==> src/hw/rtl/sspc_pkg.sv <==
package sspc_pkg;

    localparam int CNT_W = 9;

    localparam logic [CNT_W-1:0] IDX_HDR0      = CNT_W'(0);
    localparam logic [CNT_W-1:0] IDX_HDR1      = CNT_W'(1);
    localparam logic [CNT_W-1:0] IDX_ID        = CNT_W'(2);
    localparam logic [CNT_W-1:0] IDX_LENGTH    = CNT_W'(3);
    localparam logic [CNT_W-1:0] IDX_ERROR     = CNT_W'(4);
    localparam logic [CNT_W-1:0] IDX_PARAM_LO  = CNT_W'(5);
    localparam logic [CNT_W-1:0] IDX_PARAM_HI  = CNT_W'(6);
    localparam logic [CNT_W-1:0] MIN_PACKET    = CNT_W'(6);
    localparam logic [CNT_W-1:0] LENGTH_OFFSET = CNT_W'(4);
    localparam logic [7:0]       HEADER_BYTE   = 8'hFF;

    localparam logic [2:0] VERDICT_OK        = 3'd0;
    localparam logic [2:0] VERDICT_SHORT     = 3'd1;
    localparam logic [2:0] VERDICT_BAD_HDR   = 3'd2;
    localparam logic [2:0] VERDICT_BAD_CSUM  = 3'd3;
    localparam logic [2:0] VERDICT_BAD_LEN   = 3'd4;
    localparam logic [2:0] VERDICT_DEV_ERROR = 3'd5;

    typedef struct packed {
        logic [7:0] rx_byte;
        logic       last_byte;
    } t_in_item;

    typedef struct packed {
        logic [2:0] verdict;
        logic [7:0] servo_id;
        logic [7:0] device_error;
        logic [7:0] param_low;
        logic [7:0] param_high;
    } t_out_item;

endpackage

==> src/hw/rtl/sspc_frame.sv <==
module sspc_frame #(
    parameter int MAX_PACKET_BYTES = 259
) (
    input  logic              i_clk,
    input  logic              i_rst_n,
    input  logic              i_step,
    input  sspc_pkg::t_in_item i_item,
    output sspc_pkg::t_out_item o_result
);
    import sspc_pkg::*;

    localparam logic [CNT_W-1:0] MaxCnt = CNT_W'(MAX_PACKET_BYTES);

    logic [CNT_W-1:0] r_count;
    logic [7:0]       r_sum;
    logic             r_hdr_good;
    logic [7:0]       r_id;
    logic [7:0]       r_len;
    logic [7:0]       r_err;
    logic [7:0]       r_plo;
    logic [7:0]       r_phi;

    logic [CNT_W-1:0] n_count;
    logic [7:0]       n_sum;
    logic             n_hdr_good;
    logic [7:0]       n_id;
    logic [7:0]       n_len;
    logic [7:0]       n_err;
    logic [7:0]       n_plo;
    logic [7:0]       n_phi;
    logic             indexed;
    logic [7:0]       rx;

    assign rx      = i_item.rx_byte;
    assign indexed = r_count < MaxCnt;

    always_comb begin
        n_count    = indexed ? r_count + CNT_W'(1) : r_count;
        n_hdr_good = r_hdr_good &
                     !(indexed && (r_count == IDX_HDR0 || r_count == IDX_HDR1) &&
                       rx != HEADER_BYTE);
        n_id  = (indexed && r_count == IDX_ID)       ? rx : r_id;
        n_len = (indexed && r_count == IDX_LENGTH)   ? rx : r_len;
        n_err = (indexed && r_count == IDX_ERROR)    ? rx : r_err;
        n_plo = (indexed && r_count == IDX_PARAM_LO) ? rx : r_plo;
        n_phi = (indexed && r_count == IDX_PARAM_HI) ? rx : r_phi;
        n_sum = (!indexed || r_count >= IDX_ID) ? r_sum + rx : r_sum;
    end

    always_comb begin
        o_result.servo_id     = n_id;
        o_result.device_error = n_err;
        o_result.param_low    = n_plo;
        o_result.param_high   = n_phi;
        if (n_count < MIN_PACKET) begin
            o_result.verdict = VERDICT_SHORT;
        end else if (!n_hdr_good) begin
            o_result.verdict = VERDICT_BAD_HDR;
        end else if (~r_sum != rx) begin
            o_result.verdict = VERDICT_BAD_CSUM;
        end else if (CNT_W'(n_len) + LENGTH_OFFSET != n_count) begin
            o_result.verdict = VERDICT_BAD_LEN;
        end else if (n_err != 8'd0) begin
            o_result.verdict = VERDICT_DEV_ERROR;
        end else begin
            o_result.verdict = VERDICT_OK;
        end
    end

    // The last byte of a packet returns the tracker to its reset state.
    always_ff @(posedge i_clk) begin
        if (!i_rst_n || (i_step && i_item.last_byte)) begin
            r_count    <= '0;
            r_sum      <= '0;
            r_hdr_good <= 1'b1;
            r_id       <= '0;
            r_len      <= '0;
            r_err      <= '0;
            r_plo      <= '0;
            r_phi      <= '0;
        end else if (i_step) begin
            r_count    <= n_count;
            r_sum      <= n_sum;
            r_hdr_good <= n_hdr_good;
            r_id       <= n_id;
            r_len      <= n_len;
            r_err      <= n_err;
            r_plo      <= n_plo;
            r_phi      <= n_phi;
        end
    end

endmodule

==> config.mk <==
export PLATFORM = sky130hd
export DESIGN_NAME = sspc_frame
export DESIGN_NICKNAME = d
export VERILOG_FILES = /design/src/hw/rtl/sspc_pkg.sv /design/src/hw/rtl/sspc_frame.sv
export SDC_FILE = /design/constraint.sdc
export NUM_CORES = 1
export LEC_CHECK = 0
export BUFFER_PORTS_ARGS = -buffer_cell sky130_fd_sc_hd__buf_2
export CORE_MARGIN = 3
export CORE_UTILIZATION = 65
export CTS_BUF_LIST = sky130_fd_sc_hd__clkbuf_8
export CTS_CLUSTER_DIAMETER = 120
export DETAILED_ROUTE_END_ITERATION = 8
export HOLD_SLACK_MARGIN = 0.06
export PLACE_DENSITY = 0.88
export REMOVE_ABC_BUFFERS = 1
export SLEW_MARGIN = 25
export SYNTH_ARGS = -nofsm -noshare
export SYNTH_HDL_FRONTEND = slang
export SYNTH_SLANG_ARGS = --single-unit
==> constraint.sdc <==
create_clock -name i_clk -period 5.3 [get_ports i_clk]
set_clock_uncertainty 0.1 [all_clocks]
set_input_delay 1.06 -clock i_clk [delete_from_list [all_inputs] [get_ports i_clk]]
set_output_delay 1.06 -clock i_clk [all_outputs]
set_load 0.1 [all_outputs]
==> flow_summary.yaml, run 1 <==
outcome:
  outcome: "finished, final reports clean"
final_layout:
  final_nets: 490
  seq_area_um2: 1160
  diodes: 0
  area_growth_pct: 12.5
  multi_input_area_um2: 2300
  layout-drive-gt1-share_pct: 21.7
  fillers: 359
global_route:
  grt_pass1_vias: 3118
  grt_use_total_pct: 30.7
  grt_max_degree: 58
  grt_pass1_wl_um: 15400
  grtUsageMet1_pct: 37.5
  grt_use_met2_pct: 52.9
  grt.busiest_layer: "met2"
  grt-ovfl-total: 0
  grt_antenna_before_repair: 0
  use_met3_pct: 7.06
synth:
  netlist_instances: 435
  yosysSeqAreaShare_pct: 32.1
  synth.avg_cell_area_um2: 8.32
  syn_area_um2: 3620
  synth-edff-count: 0
  yosys.cell_types.count: 54
  ys_warn_count: 0
  synth-main-ff-cell: "dfxtp_1"
  synthArstFlopShare_pct: 0
  ys_ff_latch: 58
placed_design:
  gp_congestion: 0.929
  port_buffers: 46
  dpl.hpwl_um: 6260
floorplanning:
  num_rows: 26
  die_x_um: 80.6
  start_util_pct: 69.1
  die-area_um2: 6500
  die-height_um: 80.6
  ios: 47
  core_um2: 5240
timing:
  final.setup.tns_ns: 0
  worstMarginPinSlew_ns: 0.623
  slew_headroom_pct: 58.5
  finalMaxSlewViolations: 0
  hold_viol_final: 0
  period_minus_slack_ns: 5.07
  finalCritPeriodShare_pct: 95.7
  setup_viol: 0
  fmax_ghz: 0.197
  rsz0062_at_grt: "false"
pwr:
  power.density_nw_per_um2: 264
  fin_total_pwr_mw: 1.07
  irDropWorstVdd_v: 0.000217
  power.leakage_nw: 1.85
setup_path:
  worstPathMaxFanout: 13
  crit-reg2reg-launch: "r_sum[1]"
  cpPeakStageDelay_ns: 0.54
  worstPathCellList: "ha_1, nor4b_4, nand2_2, mux2i_1, inv_1, ha_1, xor2_1, xnor2_1, xnor2_1, and3_1, and3_1, a311oi_1, buf_2"
  slowest_stage: "dfxtp_1"
  start_kind: "flip-flop"
  r2r_slack_ns: 2.62
  cp-end-kind: "primary output"
  reg2reg_depth: 8
  r2r-end: "r_sum[7]"
  crit_required_ns: 4.14
  critPathKind: "reg -> out"
  critical_path_arrival_ns: 3.91
detailed_routing:
  drt_first_iter_violations: 203
  via_per_inst: 6.19
  wire_per_inst_um: 17.2
  via_count: 3341
  ant_nets: 0
  drtPass1Iterations: 5
  drc: 0
  wl_um: 9310
hold_path:
  hold_path.class: "reg -> reg"
  hp-start: "r_sum[3]"
  hold_depth: 2
  min_to: "r_sum[3]"
clock_tree:
  cts.clk_slew.worst_paths_ns: 0.07
  cts_buffer_depth: 2
  cts_hold_buf: 0
  cts.sinks: 58
  cts_tree: "done"
  cts_buffers: 9
  htree_levels: 3
  clk_latency_ns: 0.35
  cts_root_buf: "clkbuf_8"
job:
  cap_violations: 0
## cell type report
class                           count  area share (%)
Clock buffer                        9            3.05
Inverter                           11            1.02
Clock inverter                      7            2.52
Sequential cell                    58            28.5
Tap cell                           70            2.15
Timing Repair Buffer               48            6.09
Multi-Input combinational cell    337            56.6
## metrics by stage
| stage | setup slack [ns] | util [%] | cell area, um2 | cells | hold slack [ns] |
|---|---|---|---|---|---|
| global placement | 0.733 | 73.2 | 3830 | 524 | 0.345 |
| global route | 0.0451 | 77.7 | 4070 | 540 | 0.389 |
| detailed placement | 0.624 | 73.2 | 3830 | 524 | 0.356 |
| floorplan | -0.719 | - | 3500 | 406 | 0.336 |
| finish | 0.229 | 77.7 | 4070 | 540 | 0.364 |
| CTS | 0.230 | 77.5 | 4060 | 540 | 0.369 |
## power by group
group | total (mW) | internal (mW) | switching (mW)
clock network | 0.473 | 0.268 | 0.204
registers | 0.452 | 0.443 | 0.00827
logic | 0.149 | 0.0425 | 0.107
total | 1.07 | 0.754 | 0.320
## flip-flops by register name, indices dropped and copies added (netlist names)
name	cells
r_hdr_good	1
r_err	8
r_id	8
r_count	9
r_len	8
r_sum	8
r_plo	8
r_phi	8
## metal layers
metal / vias up / routed length, um
met5: - / 0
met4: 0 / 163
met3: 20 / 621
met2: 126 / 4600
met1: 1607 / 3930
li1: 1588 / -
## what timing repair did
item,in CTS,in global routing
resized for setup,0,1
endpoints found under the hold margin,0,0
endpoints found under the setup margin,0,1
setup buffers,0,0
## cell usage in the layout, fill, tap and decap left out, drive strengths merged, types with 3 or more instances in the layout
cell | synthesis | routed
a211oi | 3 | 3
a21boi | 3 | 3
a21oi | 23 | 23
a31oi | 4 | 4
and3 | 4 | 4
buf | 10 | 47
clkbuf | 19 | 10
clkinv | 1 | 4
dfxtp | 58 | 58
ha | 12 | 12
inv | 10 | 11
mux2 | 32 | 32
mux2i | 33 | 33
nand2 | 36 | 36
nand3 | 5 | 5
nand4 | 8 | 8
nor2 | 76 | 76
nor3 | 20 | 20
nor4 | 6 | 6
o21ai | 13 | 13
o31ai | 3 | 3
or4 | 3 | 3
xnor2 | 13 | 13
xor2 | 10 | 10
## cell families (layout without fill, tap and decap cells)
group                    after synthesis  in the layout  synth area share (%)
AO/OA/AOI/OAI                         63             63                  10.8
XOR/XNOR                              24             24                  6.19
adder cells (fa/ha/maj)               13             13                  4.70
buffers and inverters                 40             75                  4.43
flip-flops                            58             58                  32.1
multiplexers                          65             65                  19.2
AND/OR/NAND/NOR                      172            172                  22.6
## critical path: cells and delay by family, from the launching register on
family,cells,cell delay [ns]
adder cells (fa/ha/maj),2,0.57
buffers and inverters,2,0.56
XOR/XNOR,3,0.43
multiplexers,1,0.35
AO/OA/AOI/OAI,1,0.24
AND/OR/NAND/NOR,4,0.87
flip-flops,1,0.54
## worst max path at each step
stage | startpoint | endpoint | slack (ns) | cells past startpoint
after floorplan | r_count[0] | o_result[34] | -0.72 | 12
after global placement | r_count[0] | o_result[32] | 0.73 | 12
after detailed placement | r_count[1] | o_result[32] | 0.62 | 12
after CTS | r_count[1] | o_result[32] | 0.23 | 12
after global routing | r_count[0] | o_result[34] | 0.05 | 13
final | r_count[1] | o_result[34] | 0.23 | 13
## synth_stat cells, types with 3 or more instances
library cell,count,area [um2]
nor2_1,76,285
dfxtp_1,58,1160
nand2_1,35,131
mux2i_1,33,330
mux2_2,31,349
a21oi_1,23,115
nor3_1,20,100
clkbuf_1,19,71.3
xnor2_1,13,114
ha_1,12,150
o21ai_0,12,60.1
inv_1,10,37.5
xor2_1,10,87.6
buf_2,8,40.0
nand4_1,8,50.1
nand3_1,5,25.0
nor4_1,5,31.3
a31oi_1,4,25.0
and3_1,4,25.0
a211oi_1,3,22.5
o31ai_1,3,22.5
or4_1,3,22.5
Note: power is estimated with default switching activity, not from simulation.
==> run 2: changes to the inputs <==
- GPL_TIMING_DRIVEN: default -> 0
- SLEW_MARGIN: 25 -> default
==> flow_summary.yaml, run 2 (synthesized netlist as in run 1, its figures left out) <==
timing:
  final.setup.tns_ns: 0
  finalMaxSlewViolations: 0
  fin_ws_ns: 0.280
  period_minus_slack_ns: 5.02
  worstMarginPinSlew_ns: 1.11
  whs_ns: 0.362
  hold_viol_final: 0
  rsz0062_at_grt: "false"
  finalCritPeriodShare_pct: 94.7
  setup_viol: 0
  fmax_ghz: 0.199
  slew_headroom_pct: 26.1
clock_tree:
  cts_buffers: 9
  cts.sinks: 58
  clk_latency_ns: 0.34
  htree_levels: 3
  cts.clk_slew.worst_paths_ns: 0.06
  postCtsResizedCells: 0
  cts_setup_buffers: 0
  cts_root_buf: "clkbuf_8"
  cts_tree: "done"
  cts_hold_buf: 0
  cts_buffer_depth: 2
final_layout:
  layout-drive-gt1-share_pct: 21.4
  instances_no_fill: 538
  area_growth_pct: 11.7
  stdcell_area_um2: 4040
  final_common_cell: "nor2_1"
  final_nets: 489
  top_register: "r_count"
  largest_reg_flops: 9
  fillers: 390
  layout.cells.most_common_list: "76 x nor2_1, 57 x dfxtp_1, 44 x buf_2"
  diodes: 0
  fin_util_pct: 77.1
floorplanning:
  start_util_pct: 69.1
  core_um2: 5240
  num_rows: 26
  die-height_um: 80.6
  die-area_um2: 6500
  ios: 47
  die_x_um: 80.6
global_route:
  grt-ovfl-total: 0
  grt_use_met2_pct: 50.4
  grt_max_degree: 48
  grt_pass1_vias: 3272
  grt_antenna_before_repair: 0
  grt.busiest_layer: "met2"
  use_met3_pct: 8.41
  grtUsageMet1_pct: 35.0
  grt_use_total_pct: 30.2
  grt_pass1_wl_um: 15300
setup_path:
  r2r_slack_ns: 2.56
  crit_required_ns: 4.14
  cp-startpoint: "r_count[1]"
  r2r-end: "r_sum[7]"
  cp-end-kind: "primary output"
  worstPathMaxFanout: 13
  start_kind: "flip-flop"
  crit_end: "o_result[34]"
  crit-reg2reg-launch: "r_sum[1]"
  reg2reg_depth: 8
  critical_path_arrival_ns: 3.86
  critPathKind: "reg -> out"
detailed_routing:
  wl_um: 9120
  via_count: 3271
  via_per_inst: 6.08
  wire_per_inst_um: 16.9
  drc: 0
  ant_nets: 0
  drtPass1Iterations: 5
  drt_first_iter_violations: 284
pwr:
  power.leakage_nw: 1.84
  irDropWorstVdd_v: 0.000206
  fin_total_pwr_mw: 0.998
  power.density_nw_per_um2: 247
hold_path:
  hold_path.class: "reg -> reg"
placed_design:
  gp_congestion: 0.893
  port_buffers: 46
  post-place-ws_ns: 0.534
  placed_cells: 523
  dpl.hpwl_um: 6120
  postPlaceCellArea_um2: 3840
job:
  cap_violations: 0
outcome:
  outcome: "finished, final reports clean"
==> run 2: changes by cell type in the layout (fill, tap and decap cells not counted) <==
cell        before  now
dfxtp_2          0    1
bufinv_16        2    1
clkbuf_8         9   10
inv_1           10   12
buf_4            2    1
mux2i_1         33   32
clkinv_4         3    0
dfxtp_1         58   57
clkinv_2         0    2
buf_12           0    1
mux2i_2          0    1
buf_2           45   44
clkinvlp_4       1    0
inv_6            1    0
==> run 2: report_power, final <==
group | switching (mW) | leakage (nW) | internal [mW]
clock network | 0.174 | 0.105 | 0.222
logic | 0.106 | 1.26 | 0.0440
registers | 0.00849 | 0.470 | 0.444
==> run 2: layout make-up <==
class	count	area, um2	area share [%]
Tap cell	70	87.6	2.17
Multi-Input combinational cell	337	2310	57.1
Timing Repair Buffer	47	255	6.32
Inverter	11	41.3	1.02
Sequential cell	58	1160	28.8
Clock inverter	5	47.5	1.18
Clock buffer	10	138	3.41
==> run 2: routing by layer <==
layer,vias to the layer above,part of all wire (%)
li1,1583,-
met1,1508,41
met2,149,48
met3,31,7.6
met4,0,3.0
met5,-,0
==> run 2: how the worst min path moves through the flow <==
| stage | startpoint | to | slack, ns | cells past startpoint |
|---|---|---|---|---|
| after floorplan | r_sum[3] | r_sum[3] | 0.34 | 2 |
| after global placement | r_sum[3] | r_sum[3] | 0.34 | 2 |
| after detailed placement | r_sum[6] | r_sum[6] | 0.35 | 2 |
| after CTS | r_sum[6] | r_sum[6] | 0.36 | 2 |
| after global routing | r_sum[5] | r_sum[5] | 0.39 | 2 |
| final | r_sum[6] | r_sum[6] | 0.36 | 2 |
==> run 2: worst max-delay path: stages, from the launching register on <==
cell and delay, ns:
dfxtp_1 0.53, ha_1 0.35, nor4b_4 0.34, nand2_4 0.20, mux2i_2 0.30, inv_1 0.08, ha_1 0.24, xor2_1 0.17
xnor2_1 0.17, xnor2_1 0.14, and3_1 0.20, and3_1 0.15, a311oi_1 0.30, buf_4 0.35
